### src/rtl/gmps_pkg.sv
// Package: constants, state encoding and helpers for the mode position snapper.
`default_nettype none
package gmps_pkg;
  localparam int MAX_ITEMS = 1024;
  localparam int IDX_W     = $clog2(MAX_ITEMS);
  localparam int CNT_W     = IDX_W + 1;
  localparam int POS_W     = 32;
  localparam int RAD_W     = 16;

  localparam logic [RAD_W-1:0] RADIUS_RESET = 16'd100;
  localparam logic             MODE_LOAD    = 1'b0;
  localparam logic             MODE_READ    = 1'b1;

  typedef enum logic [3:0] {
    ST_IDLE,
    ST_LD_START,
    ST_LD_RD,
    ST_LD_EV,
    ST_LD_FIN,
    ST_PK_RD,
    ST_PK_EV,
    ST_RT_RD,
    ST_RT_EV,
    ST_SN_RD,
    ST_SN_EV,
    ST_RD_RD,
    ST_RD_EV
  } state_t;

  typedef struct packed {
    logic             visited;
    logic [CNT_W-1:0] count;
  } meta_t;
endpackage
`default_nettype wire

### src/rtl/gmps_near.sv
// Shared distance unit: exact 33-bit |a - b| compared against the radius.
`default_nettype none
module gmps_near
  import gmps_pkg::*;
(
  input  wire logic [POS_W-1:0] a,
  input  wire logic [POS_W-1:0] b,
  input  wire logic [RAD_W-1:0] radius,
  output logic                  near
);
  logic [POS_W:0] diff;
  logic [POS_W:0] mag;

  always_comb begin
    diff = {a[POS_W-1], a} - {b[POS_W-1], b};
    mag  = diff[POS_W] ? (~diff + 1'b1) : diff;
    near = mag < {{(POS_W+1-RAD_W){1'b0}}, radius};
  end
endmodule
`default_nettype wire
### config.mk
export PLATFORM = sky130hd
export DESIGN_NAME = gmps_near
export DESIGN_NICKNAME = d
export VERILOG_FILES = /design/src/rtl/gmps_pkg.sv /design/src/rtl/gmps_near.sv
export SDC_FILE = /design/constraint.sdc
export NUM_CORES = 1
export LEC_CHECK = 0
export BUFFER_PORTS_ARGS = -buffer_cell sky130_fd_sc_hd__buf_4
export CORE_ASPECT_RATIO = 1.5
export CORE_MARGIN = 10
export CORE_UTILIZATION = 52
export DETAILED_ROUTE_END_ITERATION = 16
export PLACE_DENSITY_LB_ADDON = 0.15
export SLEW_MARGIN = 0
export SYNTH_ARGS = -nofsm -noshare
export SYNTH_HDL_FRONTEND = slang
export SYNTH_SLANG_ARGS = --single-unit
### constraint.sdc
create_clock -name vclk -period 4.8
set_input_delay 0.24 -clock vclk [all_inputs]
set_output_delay 0.24 -clock vclk [all_outputs]
set_load 0.02 [all_outputs]
==> results.yml <==
status:
  outcome: "finished clean"
layout:
  syn_to_final_growth_pct: 35.32
  drive_gt1_frac: 0.2758
  stdcell_count: 705
  diodes: 0
  area.sequential_sq_um: 0
  final_nets: 762
  fin_area_sq_mm: 0.004487
  fillerInstances: 557
  seq_cell_count: 0
  nClkBuffers: 0
  multi_input_area_sq_mm: 0.003129
worst_setup_path:
  worst_ep_required_time_ns: 4.56
  crit_path_start_kind: "primary input"
  end_kind: "output pin"
  critical_path_class: "primary input to output pin"
  critical_path_arrival_ns: 4.51
  critPathMaxFanout: 5
synth:
  ys_warn_count: 0
  ys_top_cells_by_area: "ha_1 18%, xnor2_1 7.1%, inv_1 6.8%"
  synthTopCellsByCount: "60 x inv_1, 48 x ha_1, 48 x nand2_1"
  synth_fp_nets: 641
  synthMostInstantiatedCell: "inv_1"
  ys_seq_area_frac: 0
  yosysUniqueCellTypes: 72
  syn_area_sq_mm: 0.003316
  synthesis.instances: 512
  syn_avg_cell_area_sq_um: 6.476
  netlist.area_leader.share: 0.1811
  yosysTopAreaCell: "ha_1"
detailed_routing:
  drc_errors: 0
  drt_wl_total_mm: 10.24
  avgRoutedWirePerCell_um: 14.53
  via_per_inst: 5.905
  drt_iter0_markers: 126
  drtPass1Iterations: 4
  via_count: 4163
  antenna_left: 0
power:
  p_leak_uw: 0.002168
  ir_drop_mv: 0.1005
  p_per_area_mw_per_mm2: 160.1
global_route:
  grt_max_degree: 17
  antenna_found_initial: 0
  grt_pass1_vias: 4196
  gr-total-overflow: 0
  grtUsageTotal: 0.1853
  grt_pass1_wl_mm: 16.94
die:
  die-area_sq_mm: 0.01004
  fp.coreArea_sq_mm: 0.006175
  dieWidth_um: 85.20
  fp-row-count: 35
  initial_core_util: 0.5370
  pin_count: 81
  die_h_um: 117.8
job:
  maxCapViolations: 0
sta:
  finalWorstSetupSlack_ns: 0.04708
  finalSetupViolations: 0
  timing.hold.ws_ns: 1.327
  tightestPinTransition_ns: 0.7043
  slew_violations: 0
  min_period_ns: 4.753
  max_freq_mhz: 210.4
  final_hold_viol_count: 0
  grt_setup_unrepaired: "yes"
  final.setup.tns_ns: 0
  max_slew_margin: 0.5239
  finalCritPeriodShare: 0.9902
clocking:
  post_cts_buffers: 0
place:
  dp_hpwl_mm: 9.010
  placed_cells: 705
  port_buffers: 81
  dp_slack_ns: -0.1658
  gp_congestion: 0.9054
  placed_area_sq_mm: 0.004393
worst_hold_path:
  min_path_type: "primary input to output pin"
[layer usage]
metal / wire length, um / GRT usage / vias to the layer above
li1: - / - / 2095
met1: 3840 / 0.1859 / 1923
met2: 5695 / 0.3680 / 113
met3: 374 / 0.01731 / 32
met4: 333 / 0.06715 / 0
met5: 0 / 0 / -
[through the flow]
step                      total power, uW  utilization
after detailed placement            688.2       0.7114
after global routing                794.7       0.7266
final                               718.3       0.7266
after floorplan                     464.1            -
after global placement              667.0       0.7114
after CTS                           696.2       0.7167
[area by class of cell]
cell class                      count  area share
Tap cell                           74     0.02064
Timing Repair Buffer              138      0.2309
Inverter                           61     0.05103
Multi-Input combinational cell    432      0.6974
[what timing repair did]
item                       4_1_cts  5_1_grt
setup endpoints to repair        1        1
resized for setup                9       15
pin swaps                        8        4
hold buffers                     0        0
[critical path, cell delays in order]
cell and delay [ns]:
buf_4 0.07, inv_1 0.03, ha_2 0.18, fa_2 0.34, nand2b_4 0.17, buf_4 0.15
a211oi_4 0.22, nor2_2 0.06, o221a_1 0.27, a2111o_1 0.46, nor2_1 0.19, a31oi_1 0.12
xor2_1 0.17, ha_1 0.32, a21o_1 0.17, a21oi_1 0.14, o2111a_1 0.20, o2111ai_1 0.10
or4b_4 0.55, nor4_4 0.15, buf_4 0.18
[placed cells by master (no fill, tap or decap), drive strengths merged, types with 8 or more instances in the layout]
master  instances
a211oi          9
nand4           9
a21oi          40
nand2          48
ha             48
nor2           43
xnor2          27
inv            61
a21o            8
xor2           12
nor3           12
buf           138
o21a           10
o21ai          39
nand3          15
[power breakdown]
part | switching [uW] | total, uW | leakage, uW | internal (uW)
Clock | 0 | 0 | 0 | 0
Sequential | 0 | 0 | 0 | 0
Combinational | 380 | 718 | 0.00217 | 338
[logic make-up after synthesis]
group,after synthesis,share of synthesized area
adders and majority gates,49,0.1872
muxes,6,0.01811
AOI/OAI and AO/OA,158,0.3151
and+or+nand+nor,180,0.2841
xor gates and xnor gates,39,0.1030
buffers and inverters,80,0.09245
[final timing paths]
check	startpoint	endpoint	slack (ns)	depth (start not counted)
setup / recovery	a[0]	near	0.05	21
hold / removal	a[30]	near	1.33	7
No activity file was read; power rests on OpenSTA's default activity.
